--- src/sv/pcrc_pkg.sv ---
// Shared types and constants for the pixel color ratio classifier.
`default_nettype none

package pcrc_pkg;

    localparam int unsigned CH_W     = 8;
    localparam int unsigned TOTAL_W  = 24;
    localparam int unsigned TALLY_W  = 17;
    localparam int unsigned THR_W    = 16;
    localparam int unsigned CLASS_W  = 2;
    localparam int unsigned CFG_IDX_W  = 3;
    localparam int unsigned CFG_DATA_W = 16;
    localparam int unsigned PROD_W   = TOTAL_W + THR_W;

    localparam logic [TOTAL_W-1:0] TOTAL_MAX = {TOTAL_W{1'b1}};
    localparam logic [THR_W-1:0]   Q_ONE     = 16'd256;

    // reset values of the configuration registers
    localparam logic [THR_W-1:0] RST_RATIO_THR        = 16'd512;
    localparam logic [CH_W-1:0]  RST_MIN_PIXELS       = 8'd8;
    localparam logic [CH_W-1:0]  RST_SATURATION_LEVEL = 8'd245;
    localparam logic [CH_W-1:0]  RST_DARK_LEVEL       = 8'd40;

    localparam logic [CFG_IDX_W-1:0] REG_RATIO_THR        = 3'd0;
    localparam logic [CFG_IDX_W-1:0] REG_MIN_PIXELS       = 3'd1;
    localparam logic [CFG_IDX_W-1:0] REG_SATURATION_LEVEL = 3'd2;
    localparam logic [CFG_IDX_W-1:0] REG_DARK_LEVEL       = 3'd3;

    typedef enum logic [CLASS_W-1:0] {
        CLASS_UNKNOWN = 2'd0,
        CLASS_RED     = 2'd1,
        CLASS_BLUE    = 2'd2
    } t_color_class;

    typedef struct packed {
        logic [THR_W-1:0] ratio_thr;
        logic [CH_W-1:0]  min_pixels;
        logic [CH_W-1:0]  saturation_level;
        logic [CH_W-1:0]  dark_level;
    } t_cfg;

    typedef struct packed {
        logic             region_end;
        logic [CH_W-1:0]  red_level;
        logic [CH_W-1:0]  green_level;
        logic [CH_W-1:0]  blue_level;
    } t_pixel;

    // region totals handed from the accumulator to the decision stage
    typedef struct packed {
        logic [TOTAL_W-1:0] red_total;
        logic [TOTAL_W-1:0] blue_total;
        logic [TALLY_W-1:0] pixel_tally;
    } t_snap;

endpackage

`default_nettype wire

--- src/sv/pcrc_accum.sv ---
// Pixel input register, skip filter and saturating region accumulators.
`default_nettype none

module pcrc_accum #(
    parameter int unsigned MAX_REGION_PIXELS = 65536
) (
    input  wire logic            i_clk,
    input  wire logic            i_rst_n,
    input  wire pcrc_pkg::t_cfg  i_cfg,
    input  wire logic            i_pix_valid,
    output logic                 o_pix_ready,
    input  wire pcrc_pkg::t_pixel i_pix,
    output logic                 o_snap_valid,
    input  wire logic            i_snap_ready,
    output pcrc_pkg::t_snap      o_snap
);

    localparam int unsigned TALLY_LIMIT = (1 << pcrc_pkg::TALLY_W) - 1;
    localparam int unsigned TALLY_CAP_I =
        (MAX_REGION_PIXELS < TALLY_LIMIT) ? MAX_REGION_PIXELS : TALLY_LIMIT;
    localparam logic [pcrc_pkg::TALLY_W-1:0] TALLY_CAP = TALLY_CAP_I[pcrc_pkg::TALLY_W-1:0];

    logic              r_pix_valid;
    pcrc_pkg::t_pixel  r_pix;
    logic              r_snap_valid;
    pcrc_pkg::t_snap   r_snap;
    logic [pcrc_pkg::TOTAL_W-1:0] r_red_total;
    logic [pcrc_pkg::TOTAL_W-1:0] r_blue_total;
    logic [pcrc_pkg::TALLY_W-1:0] r_tally;

    logic [pcrc_pkg::TOTAL_W-1:0] n_red_total;
    logic [pcrc_pkg::TOTAL_W-1:0] n_blue_total;
    logic [pcrc_pkg::TALLY_W-1:0] n_tally;
    logic [pcrc_pkg::TOTAL_W:0]   red_sum;
    logic [pcrc_pkg::TOTAL_W:0]   blue_sum;
    logic snap_free;
    logic consume;
    logic bright;
    logic dark;
    logic counted;

    assign snap_free   = !r_snap_valid || i_snap_ready;
    // the last beat of a region waits until the snapshot register is free
    assign consume     = r_pix_valid && (!r_pix.region_end || snap_free);
    assign o_pix_ready = !r_pix_valid || consume;

    assign bright = (r_pix.blue_level  >= i_cfg.saturation_level)
                 && (r_pix.green_level >= i_cfg.saturation_level)
                 && (r_pix.red_level   >= i_cfg.saturation_level);
    assign dark   = (r_pix.blue_level  < i_cfg.dark_level)
                 && (r_pix.green_level < i_cfg.dark_level)
                 && (r_pix.red_level   < i_cfg.dark_level);
    assign counted = !bright && !dark;

    always_comb begin
        red_sum  = {1'b0, r_red_total}
                 + {{(pcrc_pkg::TOTAL_W + 1 - pcrc_pkg::CH_W){1'b0}}, r_pix.red_level};
        blue_sum = {1'b0, r_blue_total}
                 + {{(pcrc_pkg::TOTAL_W + 1 - pcrc_pkg::CH_W){1'b0}}, r_pix.blue_level};
        n_red_total  = r_red_total;
        n_blue_total = r_blue_total;
        n_tally      = r_tally;
        if (counted) begin
            n_red_total  = red_sum[pcrc_pkg::TOTAL_W] ? pcrc_pkg::TOTAL_MAX
                                                      : red_sum[pcrc_pkg::TOTAL_W-1:0];
            n_blue_total = blue_sum[pcrc_pkg::TOTAL_W] ? pcrc_pkg::TOTAL_MAX
                                                       : blue_sum[pcrc_pkg::TOTAL_W-1:0];
            if (r_tally < TALLY_CAP) begin
                n_tally = r_tally + 1'b1;
            end
        end
    end

    always_ff @(posedge i_clk) begin
        if (!i_rst_n) begin
            r_pix_valid  <= 1'b0;
            r_snap_valid <= 1'b0;
            r_red_total  <= '0;
            r_blue_total <= '0;
            r_tally      <= '0;
        end else begin
            if (o_pix_ready) begin
                r_pix_valid <= i_pix_valid;
            end
            if (consume) begin
                if (r_pix.region_end) begin
                    r_red_total  <= '0;
                    r_blue_total <= '0;
                    r_tally      <= '0;
                end else begin
                    r_red_total  <= n_red_total;
                    r_blue_total <= n_blue_total;
                    r_tally      <= n_tally;
                end
            end
            if (consume && r_pix.region_end) begin
                r_snap_valid <= 1'b1;
            end else if (i_snap_ready) begin
                r_snap_valid <= 1'b0;
            end
        end
    end

    always_ff @(posedge i_clk) begin
        if (o_pix_ready && i_pix_valid) begin
            r_pix <= i_pix;
        end
        if (consume && r_pix.region_end) begin
            r_snap.red_total   <= n_red_total;
            r_snap.blue_total  <= n_blue_total;
            r_snap.pixel_tally <= n_tally;
        end
    end

    assign o_snap_valid = r_snap_valid;
    assign o_snap       = r_snap;

endmodule

`default_nettype wire

--- src/sv/pcrc_decide.sv ---
// Ratio decision by cross multiplication and the result register.
`default_nettype none

module pcrc_decide (
    input  wire logic                          i_clk,
    input  wire logic                          i_rst_n,
    input  wire pcrc_pkg::t_cfg                i_cfg,
    input  wire logic                          i_snap_valid,
    output logic                               o_snap_ready,
    input  wire pcrc_pkg::t_snap               i_snap,
    output logic                               o_res_valid,
    input  wire logic                          i_res_ready,
    output pcrc_pkg::t_color_class             o_color_class,
    output logic [pcrc_pkg::TALLY_W-1:0]       o_pixels_used
);

    logic                                 r_res_valid;
    pcrc_pkg::t_color_class               r_color_class;
    logic [pcrc_pkg::TALLY_W-1:0]         r_pixels_used;

    pcrc_pkg::t_color_class               n_color_class;
    logic [pcrc_pkg::THR_W-1:0]           thr;
    logic [pcrc_pkg::TOTAL_W-1:0]         blue_eff;
    logic [pcrc_pkg::PROD_W-1:0]          red_q;
    logic [pcrc_pkg::PROD_W-1:0]          blue_q;
    logic [pcrc_pkg::PROD_W-1:0]          thr_blue;
    logic [pcrc_pkg::PROD_W-1:0]          red_thr;
    logic                                 too_few;

    assign o_snap_ready = !r_res_valid || i_res_ready;

    always_comb begin
        thr      = (i_cfg.ratio_thr < pcrc_pkg::Q_ONE) ? pcrc_pkg::Q_ONE
                                                       : i_cfg.ratio_thr;
        blue_eff = (i_snap.blue_total == '0) ? pcrc_pkg::TOTAL_W'(1) : i_snap.blue_total;
        // times 256 is a shift
        red_q    = {{(pcrc_pkg::PROD_W - pcrc_pkg::TOTAL_W - 8){1'b0}}, i_snap.red_total, 8'h00};
        blue_q   = {{(pcrc_pkg::PROD_W - pcrc_pkg::TOTAL_W - 8){1'b0}}, blue_eff, 8'h00};
        thr_blue = pcrc_pkg::PROD_W'(thr) * pcrc_pkg::PROD_W'(blue_eff);
        red_thr  = pcrc_pkg::PROD_W'(thr) * pcrc_pkg::PROD_W'(i_snap.red_total);
        too_few  = i_snap.pixel_tally
                 < {{(pcrc_pkg::TALLY_W - pcrc_pkg::CH_W){1'b0}}, i_cfg.min_pixels};
        if (too_few) begin
            n_color_class = pcrc_pkg::CLASS_UNKNOWN;
        end else if (red_q > thr_blue) begin
            n_color_class = pcrc_pkg::CLASS_RED;
        end else if (red_thr < blue_q) begin
            n_color_class = pcrc_pkg::CLASS_BLUE;
        end else begin
            n_color_class = pcrc_pkg::CLASS_UNKNOWN;
        end
    end

    always_ff @(posedge i_clk) begin
        if (!i_rst_n) begin
            r_res_valid <= 1'b0;
        end else if (o_snap_ready) begin
            r_res_valid <= i_snap_valid;
        end
    end

    always_ff @(posedge i_clk) begin
        if (o_snap_ready && i_snap_valid) begin
            r_color_class <= n_color_class;
            r_pixels_used <= i_snap.pixel_tally;
        end
    end

    assign o_res_valid   = r_res_valid;
    assign o_color_class = r_color_class;
    assign o_pixels_used = r_pixels_used;

endmodule

`default_nettype wire

--- src/sv/pixel_color_ratio_classifier.sv ---
// Top level: configuration registers, stream ports and the two processing stages.
`default_nettype none

// Classifies a region of BGR pixels as red, blue or unknown from its red to blue
// ratio. One pixel beat is taken every clock cycle unless a result is stuck at the
// output; mid-region pixels only update the saturating accumulators, and the beat
// flagged tlast yields one result beat on the output through the input register,
// then the accumulator snapshot, then the cross-multiply compare into the result
// register. The rate is set by the accumulator loop, so regions may follow back
// to back with no gap. Configuration is written
// through i_cfg_we/i_cfg_idx/i_cfg_data and should only change while no region
// is in flight.
module pixel_color_ratio_classifier #(
    parameter int unsigned MAX_REGION_PIXELS = 65536
) (
    input  wire logic                              i_clk,
    input  wire logic                              i_rst_n,
    input  wire logic                              i_cfg_we,
    input  wire logic [pcrc_pkg::CFG_IDX_W-1:0]    i_cfg_idx,
    input  wire logic [pcrc_pkg::CFG_DATA_W-1:0]   i_cfg_data,
    input  wire logic                              s_axis_tvalid,
    output logic                                   s_axis_tready,
    // [7:0] blue_level, [15:8] green_level, [23:16] red_level
    input  wire logic [23:0]                       s_axis_tdata,
    // region_end
    input  wire logic                              s_axis_tlast,
    output logic                                   m_axis_tvalid,
    input  wire logic                              m_axis_tready,
    // [1:0] color_class, [18:2] pixels_used, [23:19] zero
    output logic [23:0]                            m_axis_tdata
);

    pcrc_pkg::t_cfg          r_cfg;
    pcrc_pkg::t_pixel        pix;
    pcrc_pkg::t_snap         snap;
    pcrc_pkg::t_color_class  color_class;
    logic [pcrc_pkg::TALLY_W-1:0] pixels_used;
    logic snap_valid;
    logic snap_ready;

    always_ff @(posedge i_clk) begin
        if (!i_rst_n) begin
            r_cfg.ratio_thr        <= pcrc_pkg::RST_RATIO_THR;
            r_cfg.min_pixels       <= pcrc_pkg::RST_MIN_PIXELS;
            r_cfg.saturation_level <= pcrc_pkg::RST_SATURATION_LEVEL;
            r_cfg.dark_level       <= pcrc_pkg::RST_DARK_LEVEL;
        end else if (i_cfg_we) begin
            case (i_cfg_idx)
                pcrc_pkg::REG_RATIO_THR: begin
                    r_cfg.ratio_thr <= i_cfg_data;
                end
                pcrc_pkg::REG_MIN_PIXELS: begin
                    r_cfg.min_pixels <= i_cfg_data[pcrc_pkg::CH_W-1:0];
                end
                pcrc_pkg::REG_SATURATION_LEVEL: begin
                    r_cfg.saturation_level <= i_cfg_data[pcrc_pkg::CH_W-1:0];
                end
                pcrc_pkg::REG_DARK_LEVEL: begin
                    r_cfg.dark_level <= i_cfg_data[pcrc_pkg::CH_W-1:0];
                end
                default: begin
                end
            endcase
        end
    end

    assign pix.blue_level  = s_axis_tdata[7:0];
    assign pix.green_level = s_axis_tdata[15:8];
    assign pix.red_level   = s_axis_tdata[23:16];
    assign pix.region_end  = s_axis_tlast;

    pcrc_accum #(
        .MAX_REGION_PIXELS(MAX_REGION_PIXELS)
    ) u_accum (
        .i_clk       (i_clk),
        .i_rst_n     (i_rst_n),
        .i_cfg       (r_cfg),
        .i_pix_valid (s_axis_tvalid),
        .o_pix_ready (s_axis_tready),
        .i_pix       (pix),
        .o_snap_valid(snap_valid),
        .i_snap_ready(snap_ready),
        .o_snap      (snap)
    );

    pcrc_decide u_decide (
        .i_clk        (i_clk),
        .i_rst_n      (i_rst_n),
        .i_cfg        (r_cfg),
        .i_snap_valid (snap_valid),
        .o_snap_ready (snap_ready),
        .i_snap       (snap),
        .o_res_valid  (m_axis_tvalid),
        .i_res_ready  (m_axis_tready),
        .o_color_class(color_class),
        .o_pixels_used(pixels_used)
    );

    assign m_axis_tdata = {5'b0, pixels_used, color_class};

    // input only backs up when a result is stuck downstream
    a_ready_low_only_on_stall: assert property (@(posedge i_clk) disable iff (!i_rst_n)
        !s_axis_tready |-> (m_axis_tvalid && !m_axis_tready))
        else $error("input stalled while output is not backed up");

    a_class_code_legal: assert property (@(posedge i_clk) disable iff (!i_rst_n)
        m_axis_tvalid |-> (m_axis_tdata[1:0] != 2'd3))
        else $error("illegal color class code");

    // a red call needs red from at least one counted pixel
    a_red_has_pixels: assert property (@(posedge i_clk) disable iff (!i_rst_n)
        (m_axis_tvalid && (m_axis_tdata[1:0] == pcrc_pkg::CLASS_RED))
            |-> (m_axis_tdata[18:2] != '0))
        else $error("red class with no counted pixels");

    a_pad_zero: assert property (@(posedge i_clk) disable iff (!i_rst_n)
        m_axis_tvalid |-> (m_axis_tdata[23:19] == 5'b0))
        else $error("result padding bits not zero");

endmodule

`default_nettype wire
--- config.mk ---
export PLATFORM = sky130hd
export DESIGN_NAME = pixel_color_ratio_classifier
export DESIGN_NICKNAME = d
export VERILOG_FILES = /design/src/sv/pcrc_pkg.sv /design/src/sv/pcrc_accum.sv /design/src/sv/pcrc_decide.sv /design/src/sv/pixel_color_ratio_classifier.sv
export SDC_FILE = /design/constraint.sdc
export NUM_CORES = 2
export LEC_CHECK = 0
export BUFFER_PORTS_ARGS = -buffer_cell sky130_fd_sc_hd__buf_2
export CELL_PAD_IN_SITES_DETAIL_PLACEMENT = 1
export CELL_PAD_IN_SITES_GLOBAL_PLACEMENT = 2
export CORE_AREA = 8 8 306 308
export CTS_CLUSTER_DIAMETER = 100
export DETAILED_ROUTE_END_ITERATION = 10
export DIE_AREA = 0 0 314 316
export GPL_TIMING_DRIVEN = 1
export PLACE_DENSITY = 0.82
export SYNTH_ARGS = -nofsm -noshare
export SYNTH_HDL_FRONTEND = slang
export SYNTH_HIERARCHICAL = 1
export SYNTH_SLANG_ARGS = --single-unit
--- constraint.sdc ---
create_clock -name i_clk -period 10 [get_ports i_clk]
set_input_delay 1.5 -clock i_clk [delete_from_list [all_inputs] [get_ports i_clk]]
set_output_delay 1.5 -clock i_clk [all_outputs]
set_load 0.02 [all_outputs]
==> impl_metrics.tcl <==
set metrics [dict create \
    clk_pin_slew_ps 60 \
    run_status "finished, final reports clean" \
    fin_crit_sh 0.945 \
    initial_utilization 0.414 \
    synthToLayoutAreaGrowth_pct 6.55 \
    ys_seq_area_frac 0.148 \
    finalWorstSetupSlack_ps 551 \
    whs_ps 435 \
    drcViolationCount 0 \
    dp_slack_ps -161 \
    synth_flop_cell "edfxtp_1" \
    synth.avg_cell_area_um2 8.92 \
    syn_area_um2 36800 \
    numCtsBuffers 24 \
    period_needed_ps 9450 \
    register_area_um2 5440 \
    crit_slowest_cell "edfxtp_1" \
    yosys.area.top_type_share 0.333 \
    numPortBuffers 69 \
    cts.sink_count 217 \
    synthCells 4128 \
    yosysWarnings 6 \
    clk_latency_ps 540 \
    cp.arrival_ps 9690 \
    ant_nets 0 \
    slowest_delay_ps 950 \
    fp.dieW_um 314 \
    first_pass_iters 5 \
    internal_power_mw 1.76 \
    antenna_found_initial 2 \
    post-route-util 0.441 \
    core_area_um2 89000 \
    avgViaCountPerCell 5.47 \
    synthArstFlopShare 0 \
    p_switching_mw 0.878 \
    start_kind "register" \
    p_total_mw 2.64 \
    fillers 10348 \
    p_clk_frac 0.338 \
    clock_path_buffers 3 \
    fmax_mhz 106 \
    pin_count 75 \
    crit_type "reg2reg" \
    ys_types 102 \
    grt_pass1_wl_mm 187 \
    multi_input_comb_area_um2 27600 \
    setup_viol 0 \
    grt_usage 0.239 \
    dieArea_um2 99200 \
    yosysMostFrequentCell "inv_1" \
    hold_violations 0 \
    worst-path-max-fanout 18 \
    timing.critical_path.to_type "register" \
    synth-seq-cells 217 \
    yosysTopAreaCell "fa_1" \
    p_sw_frac 0.332 \
    grt_max_degree 73 \
    num-nets-final 5099 \
    cpMostUsedCell "fa_1" \
    layout-drive-gt1-share 0.0646 \
    power.density_nw_per_um2 67.3 \
    dp_hpwl_mm 91.8 \
    fp.dieH_um 316 \
    slew_viol_final 0 \
    gp_congestion 0.870 \
    wl_per_cell_um 22.3 \
    htreeDepth 1 \
    leakagePower_nw 18.8 \
    worstPathRequired_ps 10240 \
    cts_root_buf "clkbuf_16" \
    rows 110 \
    slew_headroom 0.259 \
    ir_drop_mv 0.148 \
    num_vias 28972 \
    seqPwrFrac 0.380 \
    p_comb_frac 0.282 \
    synth-edff-count 109 \
    setup-tns-final_ps 0 \
    drt_first_iter_violations 1208 \
    clock_skew_ps 23.4 \
    tightest_slew_ps 1110 \
    grt_pass1_vias 32468 \
    overflow 0 \
    drv_cap 0 \
    totalWireLength_mm 118 \
    synth.area.top_cells "fa_1 33%, ha_1 11%, edfxtp_1 8.9%" \
    synth_commonest_cells "772 x inv_1, 682 x nand2_1, 613 x fa_1" \
    hold_path_class "reg2reg" \
    cts_tree "yes" \
]
what timing repair did:
action,4_1_cts,5_1_grt
hold buffers,0,0
endpoints found under the setup margin,1,2
endpoints found under the hold margin,0,0
setup buffers,0,1
gates resized for setup,1,12
cells in the final DEF, fill, tap and decap left out, types with 48 or more instances in the layout:
cell / count
dfxtp_1: 101
o21ai_0: 65
buf_4: 93
and2_1: 146
nand2_1: 681
edfxtp_1: 109
and3_1: 139
nor2_1: 103
fa_1: 613
buf_2: 69
a21oi_1: 159
nand3_1: 48
xnor2_1: 58
ha_1: 336
inv_1: 771
layout make-up:
| class | count | share of cell area |
|---|---|---|
| well taps | 1176 | 0.0375 |
| diodes | 2 | 0.000127 |
| flip-flops and latches | 217 | 0.139 |
| clock buffers | 31 | 0.0168 |
| multi-input cells | 2921 | 0.703 |
| clock inverters | 13 | 0.00312 |
| repair buffers | 163 | 0.0271 |
| inverters | 773 | 0.0739 |
final timing paths:
kind,to,depth (start not counted),slack (ps),start
max reg2reg,u_decide/o_color_class[0],34,550,u_accum/o_snap[20]
min,u_accum/r_tally[8],1,440,u_accum/r_tally[8]
max,u_decide/o_color_class[0],34,550,u_accum/o_snap[20]
min reg2reg,u_accum/r_tally[8],1,440,u_accum/r_tally[8]
worst max-delay path, delay by kind of cell, from the launching register on:
family                   cells  cell delay (ps)
AO/OA/AOI/OAI                6             1300
AND/OR/NAND/NOR             15             3110
buffers and inverters        4              520
flip-flops                   1              950
XOR/XNOR                     1              160
adder cells (fa/ha/maj)      8             3090
per-layer routing:
| layer | global-route usage | wire, um |
|---|---|---|
| met1 | 0.301 | 50000 |
| met2 | 0.429 | 58900 |
| met3 | 0.0265 | 5150 |
| met4 | 0.0742 | 4090 |
| met5 | 0 | 0 |
kinds of logic (layout without fill, tap and decap cells):
kind of cell,after synthesis,count (layout),share of synthesized area
flops,217,217,0.148
compound gates,501,501,0.0901
mux,48,48,0.0133
simple gates,1324,1324,0.174
xor+xnor,93,93,0.0221
other cells,1,7,0.000102
fa+ha+maj,950,950,0.448
buf+inv,994,980,0.106
sequential cells by signal (all words and copies together), names as in the netlist:
name	count
u_accum/r_blue_total	24
u_accum/o_snap	65
u_accum/r_tally	17
u_accum/o_snap_valid	1
u_decide/o_res_valid	1
u_decide/o_pixels_used	17
u_accum/r_pix	25
u_accum/r_pix_valid	1
u_accum/r_red_total	24
r_cfg	40
u_decide/o_color_class	2
power groups by stage:
| stage | clock network, mW | logic [mW] | registers [mW] |
|---|---|---|---|
| 6_report | 0.892 | 0.745 | 1.00 |
| 5_1_grt | 0.944 | 0.844 | 1.01 |
| 4_1_cts | 0.914 | 0.748 | 1.00 |
| 3_5_place_dp | 0 | 0.741 | 1.02 |
| 3_3_place_gp | 0 | 0.725 | 1.02 |
| 2_1_floorplan | 0 | 0.523 | 1.00 |
through the flow:
stage          cells  area, um^2
6_report        5296       39300
3_5_place_dp    5249       38400
3_3_place_gp    5249       38400
2_1_floorplan   4132       36900
4_1_cts         5293       39200
5_1_grt         5294       39300
(Power assumes the default switching activity.)
